$ cat config.mk
export PLATFORM = sky130hd
export DESIGN_NAME = delta_list_task_timer_queue
export DESIGN_NICKNAME = d
export VERILOG_FILES = /design/src/dltq_pkg.sv /design/src/delta_list_task_timer_queue.sv
export VERILOG_INCLUDE_DIRS = /design/src /design/src/src
export SDC_FILE = /design/constraint.sdc
export NUM_CORES = 2
export LEC_CHECK = 0
export ABC_AREA = 0
export BUFFER_PORTS_ARGS = -buffer_cell sky130_fd_sc_hd__buf_2
export CORE_MARGIN = 3
export CORE_UTILIZATION = 57
export DETAILED_ROUTE_END_ITERATION = 7
export PLACE_DENSITY_LB_ADDON = 0.05
export SLEW_MARGIN = 20
export SYNTH_ARGS = -nofsm -noshare
export SYNTH_HDL_FRONTEND = slang
export SYNTH_SLANG_ARGS = --single-unit
$ cat constraint.sdc
create_clock -name clk_i -period 6.7 [get_ports clk_i]
set_input_delay 0 -clock clk_i [delete_from_list [all_inputs] [get_ports clk_i]]
set_output_delay 0 -clock clk_i [all_outputs]
set_load 0.1 [all_outputs]
$ cat src/delta_list_task_timer_queue_macros.svh
// Assertion macros shared by the delta-list timer queue RTL.
`ifndef DELTA_LIST_TASK_TIMER_QUEUE_MACROS_SVH
`define DELTA_LIST_TASK_TIMER_QUEUE_MACROS_SVH

`ifndef ASSERT_OFF
`define DLTQ_ASSERT(label, clk, rst_n, prop, msg) \
  label: assert property (@(posedge clk) disable iff (!rst_n) prop) else $error(msg);
`define DLTQ_ASSERT_NEVER(label, clk, rst_n, expr, msg) \
  label: assert property (@(posedge clk) disable iff (!rst_n) !(expr)) else $error(msg);
`else
`define DLTQ_ASSERT(label, clk, rst_n, prop, msg)
`define DLTQ_ASSERT_NEVER(label, clk, rst_n, expr, msg)
`endif

`endif

$ cat src/dltq_pkg.sv
// Types and codes for the delta-list task timer queue.
package dltq_pkg;

  localparam int unsigned MaxTasksDefault = 16;

  localparam logic [1:0] CMD_ADD      = 2'd0;
  localparam logic [1:0] CMD_TICK     = 2'd1;
  localparam logic [1:0] CMD_DISPATCH = 2'd2;

  localparam logic [1:0] ST_DONE     = 2'd0;
  localparam logic [1:0] ST_FULL     = 2'd1;
  localparam logic [1:0] ST_NONE_DUE = 2'd2;

  localparam logic [7:0] PendMax = 8'hFF;

  typedef struct packed {
    logic [7:0]  id;
    logic [31:0] delta;
    logic [31:0] period;
    logic [7:0]  pend;
  } entry_t;

endpackage

$ cat src/delta_list_task_timer_queue.sv
// Delta-list task timer queue: deadline-ordered task list with add, tick and dispatch.
//
// An add that finds room, and a dispatch that re-queues a periodic task, run an
// insertion pass between the execute and response steps; other commands skip it.
// The insertion pass rotates the whole list once through the head slot, one slot a
// cycle, past an adder and a comparator that track the running deadline and
// place the new entry. A new item is taken only when the block is idle; the
// finished result sits in an output register until its transfer.
`include "delta_list_task_timer_queue_macros.svh"

module delta_list_task_timer_queue
  import dltq_pkg::*;
#(
  parameter int unsigned MAX_TASKS = MaxTasksDefault
) (
  input  logic        clk_i,
  input  logic        rst_ni,
  input  logic        in_valid_i,
  output logic        in_ready_o,
  input  logic [1:0]  command_i,
  input  logic [7:0]  task_id_i,
  input  logic [31:0] start_delay_i,
  input  logic [31:0] repeat_period_i,
  output logic        out_valid_o,
  input  logic        out_ready_i,
  output logic [1:0]  status_o,
  output logic        due_valid_o,
  output logic [7:0]  due_task_id_o
);

  localparam int unsigned CntW = $clog2(MAX_TASKS + 1);
  localparam int unsigned IdxW = $clog2(MAX_TASKS);

  typedef enum logic [3:0] {
    S_IDLE = 4'b0001,
    S_EXEC = 4'b0010,
    S_SCAN = 4'b0100,
    S_RESP = 4'b1000
  } state_e;

  state_e            state_q, state_d;
  entry_t            ent_q [MAX_TASKS];
  entry_t            ent_d [MAX_TASKS];
  logic [CntW-1:0]   count_q, count_d;
  logic [1:0]        cmd_q, cmd_d;
  entry_t            new_q, new_d;
  entry_t            hold_q, hold_d;
  logic [31:0]       before_q, before_d;
  logic [IdxW-1:0]   scan_q, scan_d;
  logic              ins_q, ins_d;
  logic [1:0]        res_status_q, res_status_d;
  logic              res_due_q, res_due_d;
  logic [7:0]        res_id_q, res_id_d;
  logic              out_valid_q, out_valid_d;
  logic [1:0]        status_q, status_d;
  logic              due_valid_q, due_valid_d;
  logic [7:0]        due_id_q, due_id_d;

  entry_t            head;
  entry_t            push;
  logic [32:0]       cum;
  logic [32:0]       rest;
  logic              scan_last;

  assign head      = ent_q[0];
  assign cum       = {1'b0, before_q} + {1'b0, head.delta};
  assign rest      = cum - {1'b0, new_q.delta};
  assign scan_last = (scan_q == IdxW'(MAX_TASKS - 1));

  assign in_ready_o    = (state_q == S_IDLE);
  assign out_valid_o   = out_valid_q;
  assign status_o      = status_q;
  assign due_valid_o   = due_valid_q;
  assign due_task_id_o = due_id_q;

  always_comb begin
    state_d      = state_q;
    ent_d        = ent_q;
    count_d      = count_q;
    cmd_d        = cmd_q;
    new_d        = new_q;
    hold_d       = hold_q;
    before_d     = before_q;
    scan_d       = scan_q;
    ins_d        = ins_q;
    res_status_d = res_status_q;
    res_due_d    = res_due_q;
    res_id_d     = res_id_q;
    out_valid_d  = out_valid_q;
    status_d     = status_q;
    due_valid_d  = due_valid_q;
    due_id_d     = due_id_q;
    push         = hold_q;

    if (out_valid_q && out_ready_i) begin
      out_valid_d = 1'b0;
    end

    case (state_q)
      S_IDLE: begin
        if (in_valid_i) begin
          cmd_d        = command_i;
          new_d.id     = task_id_i;
          new_d.delta  = start_delay_i;
          new_d.period = repeat_period_i;
          new_d.pend   = 8'd0;
          state_d      = S_EXEC;
        end
      end
      S_EXEC: begin
        res_status_d = ST_DONE;
        res_due_d    = 1'b0;
        res_id_d     = 8'd0;
        before_d     = 32'd0;
        scan_d       = '0;
        ins_d        = 1'b0;
        state_d      = S_RESP;
        case (cmd_q)
          CMD_ADD: begin
            if (count_q == CntW'(MAX_TASKS)) begin
              res_status_d = ST_FULL;
            end else begin
              state_d = S_SCAN;
            end
          end
          CMD_TICK: begin
            if (count_q != '0) begin
              if (head.delta == 32'd0) begin
                if (head.pend != PendMax) begin
                  ent_d[0].pend = head.pend + 8'd1;
                end
                if (head.period != 32'd0) begin
                  ent_d[0].delta = head.period;
                end
              end else begin
                ent_d[0].delta = head.delta - 32'd1;
              end
            end
          end
          CMD_DISPATCH: begin
            if (count_q != '0 && head.pend != 8'd0) begin
              res_due_d = 1'b1;
              res_id_d  = head.id;
              for (int k = 0; k < MAX_TASKS - 1; k++) begin
                ent_d[k] = ent_q[k+1];
              end
              ent_d[MAX_TASKS-1] = '0;
              count_d = count_q - CntW'(1);
              if (head.period != 32'd0) begin
                new_d      = head;
                new_d.pend = head.pend - 8'd1;
                state_d    = S_SCAN;
              end
            end else begin
              res_status_d = ST_NONE_DUE;
            end
          end
          default: begin
            res_status_d = ST_DONE;
          end
        endcase
      end
      S_SCAN: begin
        // One slot leaves the head and is written back at the tail each cycle.
        // The entry displaced by the insertion rides in the hold register.
        hold_d = head;
        if (!ins_q) begin
          if (CntW'(scan_q) < count_q) begin
            if ({1'b0, new_q.delta} <= cum) begin
              push        = new_q;
              push.delta  = new_q.delta - before_q;
              hold_d.delta = rest[31:0];
              ins_d       = 1'b1;
            end else begin
              push     = head;
              before_d = cum[31:0];
            end
          end else begin
            push       = new_q;
            push.delta = new_q.delta - before_q;
            ins_d      = 1'b1;
          end
        end
        for (int k = 0; k < MAX_TASKS - 1; k++) begin
          ent_d[k] = ent_q[k+1];
        end
        ent_d[MAX_TASKS-1] = push;
        scan_d = scan_q + IdxW'(1);
        if (scan_last) begin
          count_d = count_q + CntW'(1);
          state_d = S_RESP;
        end
      end
      S_RESP: begin
        if (!out_valid_q || out_ready_i) begin
          out_valid_d = 1'b1;
          status_d    = res_status_q;
          due_valid_d = res_due_q;
          due_id_d    = res_id_q;
          state_d     = S_IDLE;
        end
      end
      default: begin
        state_d = S_IDLE;
      end
    endcase
  end

  always_ff @(posedge clk_i or negedge rst_ni) begin
    if (!rst_ni) begin
      state_q     <= S_IDLE;
      count_q     <= '0;
      out_valid_q <= 1'b0;
      ins_q       <= 1'b0;
      scan_q      <= '0;
      for (int k = 0; k < MAX_TASKS; k++) begin
        ent_q[k] <= '0;
      end
    end else begin
      state_q     <= state_d;
      count_q     <= count_d;
      out_valid_q <= out_valid_d;
      ins_q       <= ins_d;
      scan_q      <= scan_d;
      ent_q       <= ent_d;
    end
  end

  always_ff @(posedge clk_i) begin
    cmd_q        <= cmd_d;
    new_q        <= new_d;
    hold_q       <= hold_d;
    before_q     <= before_d;
    res_status_q <= res_status_d;
    res_due_q    <= res_due_d;
    res_id_q     <= res_id_d;
    status_q     <= status_d;
    due_valid_q  <= due_valid_d;
    due_id_q     <= due_id_d;
  end

  `DLTQ_ASSERT_NEVER(a_count_range, clk_i, rst_ni, count_q > CntW'(MAX_TASKS), "entry count exceeds capacity")
  `DLTQ_ASSERT(a_scan_places_entry, clk_i, rst_ni, (state_q == S_SCAN && scan_last) |-> (ins_q || ins_d), "insertion pass ended without placing the entry")
  `DLTQ_ASSERT(a_result_from_resp, clk_i, rst_ni, $rose(out_valid_q) |-> $past(state_q == S_RESP), "result raised outside the response step")
  `DLTQ_ASSERT(a_count_moves_in_work, clk_i, rst_ni, (count_q != $past(count_q)) |-> ($past(state_q == S_EXEC) || $past(state_q == S_SCAN)), "entry count changed while idle")

endmodule
; ---- Word level (Yosys, flattened, before mapping)
; Index checks and enable logic that the tools add are counted.
[word_totals]
register_bits = 1511
inputBits = 78
out_inout_bits = 13
word_cells = 193
[classes]
add_sub_neg = 9
order_cmp = 2
eq_ne = 24
mux = 52
n_reduce_logical = 21
[ops]
columns = op, n
row1 = case mux 1280 bit (2 select lines), 1
row2 = 2-to-1 mux 1280 bit, 1
row3 = 2-to-1 mux 1200 bit, 1
row4 = 2-to-1 mux 80 bit, 7
row5 = 2-to-1 mux 32 bit, 10
row6 = case mux 80 bit (2 select lines), 1
row7 = case mux 32 bit (2 select lines), 2
row8 = subtractor 32 bit, 2
row9 = adder 32 x 32 -> 33 bit, 1
row10 = less-or-equal comparator 32 x 33 -> 1 bit, 1
row11 = logical NOT 32 bit, 1
row12 = 2-to-1 mux 8 bit, 4
row13 = nonzero test 32 bit, 1
row14 = subtractor 32 x 1 -> 32 bit (second input constant), 1
row15 = 2-to-1 mux 4 bit, 6
row16 = != test 2 bit (second input constant), 9
row17 = case mux 4 bit (2 select lines), 2
row18 = case mux 4 bit (4 select lines), 1
row19 = case mux 8 bit (2 select lines), 1
row20 = 2-to-1 mux 5 bit, 3
row21 = != test 3 bit (second input constant), 4
row22 = case mux 5 bit (2 select lines), 1
row23 = AND reduction 5 bit, 2
row24 = adder 8 x 1 -> 8 bit (second input constant), 1
row25 = 30 further kinds, 44

; ---- Depth between registers and ports, before layout
[depth]
ltp_word = 6
mapped_depth = 25
depth_no_buf = 22

; ---- Least setup slack after synthesis
; Ideal clock, no wire load.
[synth_timing]
path_kind = reg2reg
startpoint = register state_q[0]
endpoint = register new_q[0] (netlist name), enable pin
setup_ps = 518
arrival_time_ps = 7422
required_ps = 6182
slack_ps = -1240
stages_incl_launch_ff = 4
path_buffers = 0
synth_period_minus_slack_ps = 7940
path_cell_list = dfstp_2 > nor4b_1 > a21oi_1 > nor2_1
[synth_via]
elab_chain_cells = 3
elab_cells_between_ends = 8
cone_classes = 6 x eq/ne / 2 x reduce/logical
[synth_lines]
columns = element, line
row1 = "start, declared", delta_list_task_timer_queue.sv:41  ; state_e state_q, state_d;
row2 = "start signal, assigned", delta_list_task_timer_queue.sv:220  ; state_q <= state_d;
row3 = == test 4 x 1 -> 1 bit (*), n/a
row4 = net in_ready_o, delta_list_task_timer_queue.sv:19  ; output logic in_ready_o,
row5 = != test 2 bit (no line) or nonzero test 2 bit (tied branches), n/a
row6 = AND reduction 5 bit (no line) (*), n/a
row7 = "end signal, assigned", delta_list_task_timer_queue.sv:231  ; new_q <= new_d;
row8 = "end, declared", delta_list_task_timer_queue.sv:46  ; entry_t new_q, new_d;
; Mark *: on every way through the listed nets, which the timed path passes. The rest lies on a longest branch.
; A chain may end at the register's enable or synchronous reset.

; ---- Worst setup path after layout
[layout_timing]
startpoint = register ent_q[1241] (netlist name)
endpoint = register ent_q[44] (netlist name)
[layout_via]
elab_chain_cells = 6
[layout_lines]
columns = element, line
row1 = "start, declared", delta_list_task_timer_queue.sv:42  ; entry_t ent_q [MAX_TASKS];
row2 = "start signal, assigned", delta_list_task_timer_queue.sv:225  ; ent_q <= ent_d;
row3 = adder 32 x 32 -> 33 bit, delta_list_task_timer_queue.sv:66  ; assign cum = {1'b0, before_q} + {1'b0, head.delta};
row4 = net cum[30], delta_list_task_timer_queue.sv:61  ; logic [32:0] cum;
row5 = less-or-equal comparator 32 x 33 -> 1 bit, delta_list_task_timer_queue.sv:169  ; if ({1'b0, new_q.delta} <= cum) begin
row6 = 2-to-1 mux 80 bit, delta_list_task_timer_queue.sv:169
row7 = 2-to-1 mux 80 bit, delta_list_task_timer_queue.sv:168  ; if (CntW'(scan_q) < count_q) begin
row8 = 2-to-1 mux 80 bit, delta_list_task_timer_queue.sv:167  ; if (!ins_q) begin
row9 = case mux 1280 bit (2 select lines), delta_list_task_timer_queue.sv:99  ; case (state_q)
; The timed path passes the listed nets, and every way through them passes these cells.

==> flow_summary.yaml <==
cts:
  clk_latency_ps: 760
  cts.sinks: 1511
  cts_tree: "yes"
  path_clk_slew_ps: 60
  cts_root_buf: "clkbuf_16"
  cts_buffer_depth: 3
  cts_made_buffers: 157
  htreeDepth: 4
sta:
  fin_crit_ps: 6160
  relSlewSlack_pct: 23.7
  worstMarginPinSlew_ps: 1140
  skew_ps: 31.9
  finalHoldViolCount: 0
  setup_violations: 0
  holdWs_ps: 58.6
  maxSlewViolCount: 0
  finalWorstSetupSlack_ps: 541
  timing.fmax_mhz: 162
  fin_tns_setup_ps: 0
  fin_crit_sh_pct: 91.9
  rsz0062_at_grt: "no"
setup_path:
  arrival_ps: 6790
  crit_family: "compound AO/OA/AOI/OAI gates"
  path_depth: 20
  r2r_start: "ent_q[1241]"
  end_kind: "flip-flop"
  path_max_fanout: 20
  critPathKind: "reg -> reg"
  cp.buffers_inverters: 1
  path_cells: "inv_1, fa_1, nand2b_1, a21oi_1, o21ai_1, o21ai_2, o2111ai_2, o21ai_0, mux2i_1, or2_2, ha_1, o21ai_0, a21oi_1, o22ai_1, a31oi_1, and4bb_2, o311ai_2, nor2_2, o211ai_1, a32o_1"
  crit_required_ps: 7340
  reg2reg_slack_ps: 540
  crit_slowest_cell: "nor2_2"
  slowest_delay_ps: 890
  worstRegToRegCells: 20
  start_kind: "flip-flop"
  reg2reg_to: "ent_q[44]"
outcome:
  status: "completed"
floorplanning:
  ios: 91
  initial_core_util_pct: 57.6
  die-area_um2: 118000
  rows: 123
  dieWidth_um: 344
  core_um2: 113000
  fp.dieH_um: 344
synth:
  syn_avg_cell_area_um2: 9.07
  synthesis.area_um2: 65000
  synthFlopType: "dfrtp_1"
  synthArstFlopShare_pct: 85.7
  synth.yosys.warnings: 0
  syn-num-nets: 7388
  netlist.area_leader.share_pct: 49.8
  synth_area_leaders: "dfrtp_1, nand2_1, edfxtp_1"
  ys_ff_latch: 1511
  yosysMostFrequentCell: "nand2_1"
  yosysUniqueCellTypes: 90
  synth_top_area_cell: "dfrtp_1"
  ys_seq_area_share_pct: 59.8
  synth_cells: 7169
  synth_edf_count: 216
  synth_commonest_cells: "nand2_1, dfrtp_1, clkbuf_1"
finish:
  layout-drive-gt1-share_pct: 6.42
  finish.utilization_pct: 64.7
  final_nets: 7434
  area_growth_pct: 12.2
routing:
  wire_per_inst_um: 17.3
  drtIter0Drc: 4029
  ant_nets: 0
  first_pass_iters: 6
  totalWireLength_um: 153000
  vias_per_cell: 5.29
  drc_errors: 0
  vias: 46785
place:
  buffer_ports.inserted: 90
  place_congestion: 0.911
  dp_hpwl_um: 95500
  dp_slack_ps: 577
worst_hold_path:
  hp-start: "start_delay_i[29]"
  hold_path_class: "in -> reg"
  hold_path_depth: 4
  hold_end: "new_q[69]"
global_routing:
  grt_usage_pct: 26.1
  grt_max_degree: 178
  grt_pass1_wl_um: 246000
  antenna_found_initial: 1
  grt_pass1_vias: 44347
  grt-ovfl-total: 0
power:
  leakage_nw: 38.9
  cellPowerDensity_nw_per_um2: 450
  total_power_mw: 32.8
  ir_drop_v: 0.000450
job:
  cap_viol_max_count: 0
## timing repair
| item | CTS | global route |
|---|---|---|
| hold buffers | 83 | 0 |
| gates resized for setup | 0 | 0 |
| buffers inserted | 0 | 0 |
| setup endpoints to repair | 0 | 0 |
| endpoints found under the hold margin | 211 | 0 |
## sequential cells by signal, summed over array words and instances (netlist names), 4 cells and up
signal	cells
before_q	32
state_q	4
due_task_id_o	8
scan_q	4
ent_q	1280
new_q	80
res_id_q	8
hold_q	80
count_q	5
## how the worst max path moves through the flow
stage / to / slack, ps / startpoint
finish: ent_q[44] / 540 / ent_q[1241]
global route: ent_q[77] / 230 / ent_q[1249]
CTS: ent_q[77] / 540 / ent_q[1241]
detailed placement: ent_q[77] / 580 / ent_q[1253]
global placement: ent_q[48] / 710 / ent_q[1241]
floorplan: new_q[0] / 5 / state_q[0]
## layout make-up
| type | count | area (µm²) |
|---|---|---|
| antenna | 1 | 2.50 |
| clock buffer | 240 | 4770 |
| clock inverter | 53 | 566 |
| fill | 9421 | 39900 |
| inverter | 147 | 554 |
| multi-input combinational | 5135 | 24000 |
| sequential | 1511 | 38900 |
| tap | 1500 | 1880 |
| timing repair buffer | 263 | 2280 |
## power breakdown
group          internal [mW]  switching [mW]
logic                   4.48            7.93
registers               10.7           0.820
clock network           5.24            3.64
total                   20.4            12.4
## through the flow
step                cell area, µm²  cells
global route                 72900   8849
finish                       73000   8850
floorplan                    65000   7169
detailed placement           66800   8473
CTS                          72900   8849
global placement             66800   8473
## layer usage
layer	global-route usage, %	wire (µm)	share of wire (%)	vias up
met3	3.89	8300	5.4	243
met2	36.1	63500	42	1160
li1	-	-	-	22981
met4	8.51	4730	3.1	0
met5	0	0	0	-
met1	42.0	76400	50	22401
## worst min-delay path, delay by kind of cell
family                 cells  cell delay [ps]
buffers and inverters      2              610
and+or+nand+nor            2               90
## kinds of logic after synthesis
group	synth area share, %
buffers and inverters	3.32
AOI/OAI and AO/OA	6.41
and+or+nand+nor	24.8
adders and majority gates	2.76
xor gates and xnor gates	1.56
DFF	59.8
muxes	1.27
## cell usage in the layout (no fill, tap or decap), drive strengths merged, types with 20 or more instances in the layout
cell type and count:
nand2 3767, a211oi 43, clkbuf 240, xor2 44, clkinv 39, nand3 33, edfxtp 216, inv 153
mux2 22, buf 181, a21oi 172, a22oi 64, a31oi 20, o21ai 146, nor2 179, mux2i 58
xnor2 72, a21o 52, dfrtp 1294, o21bai 21, nor3 54, dlygate4sd3 82, nor4 20, ha 137
Note: power is estimated with default switching activity, not from simulation.
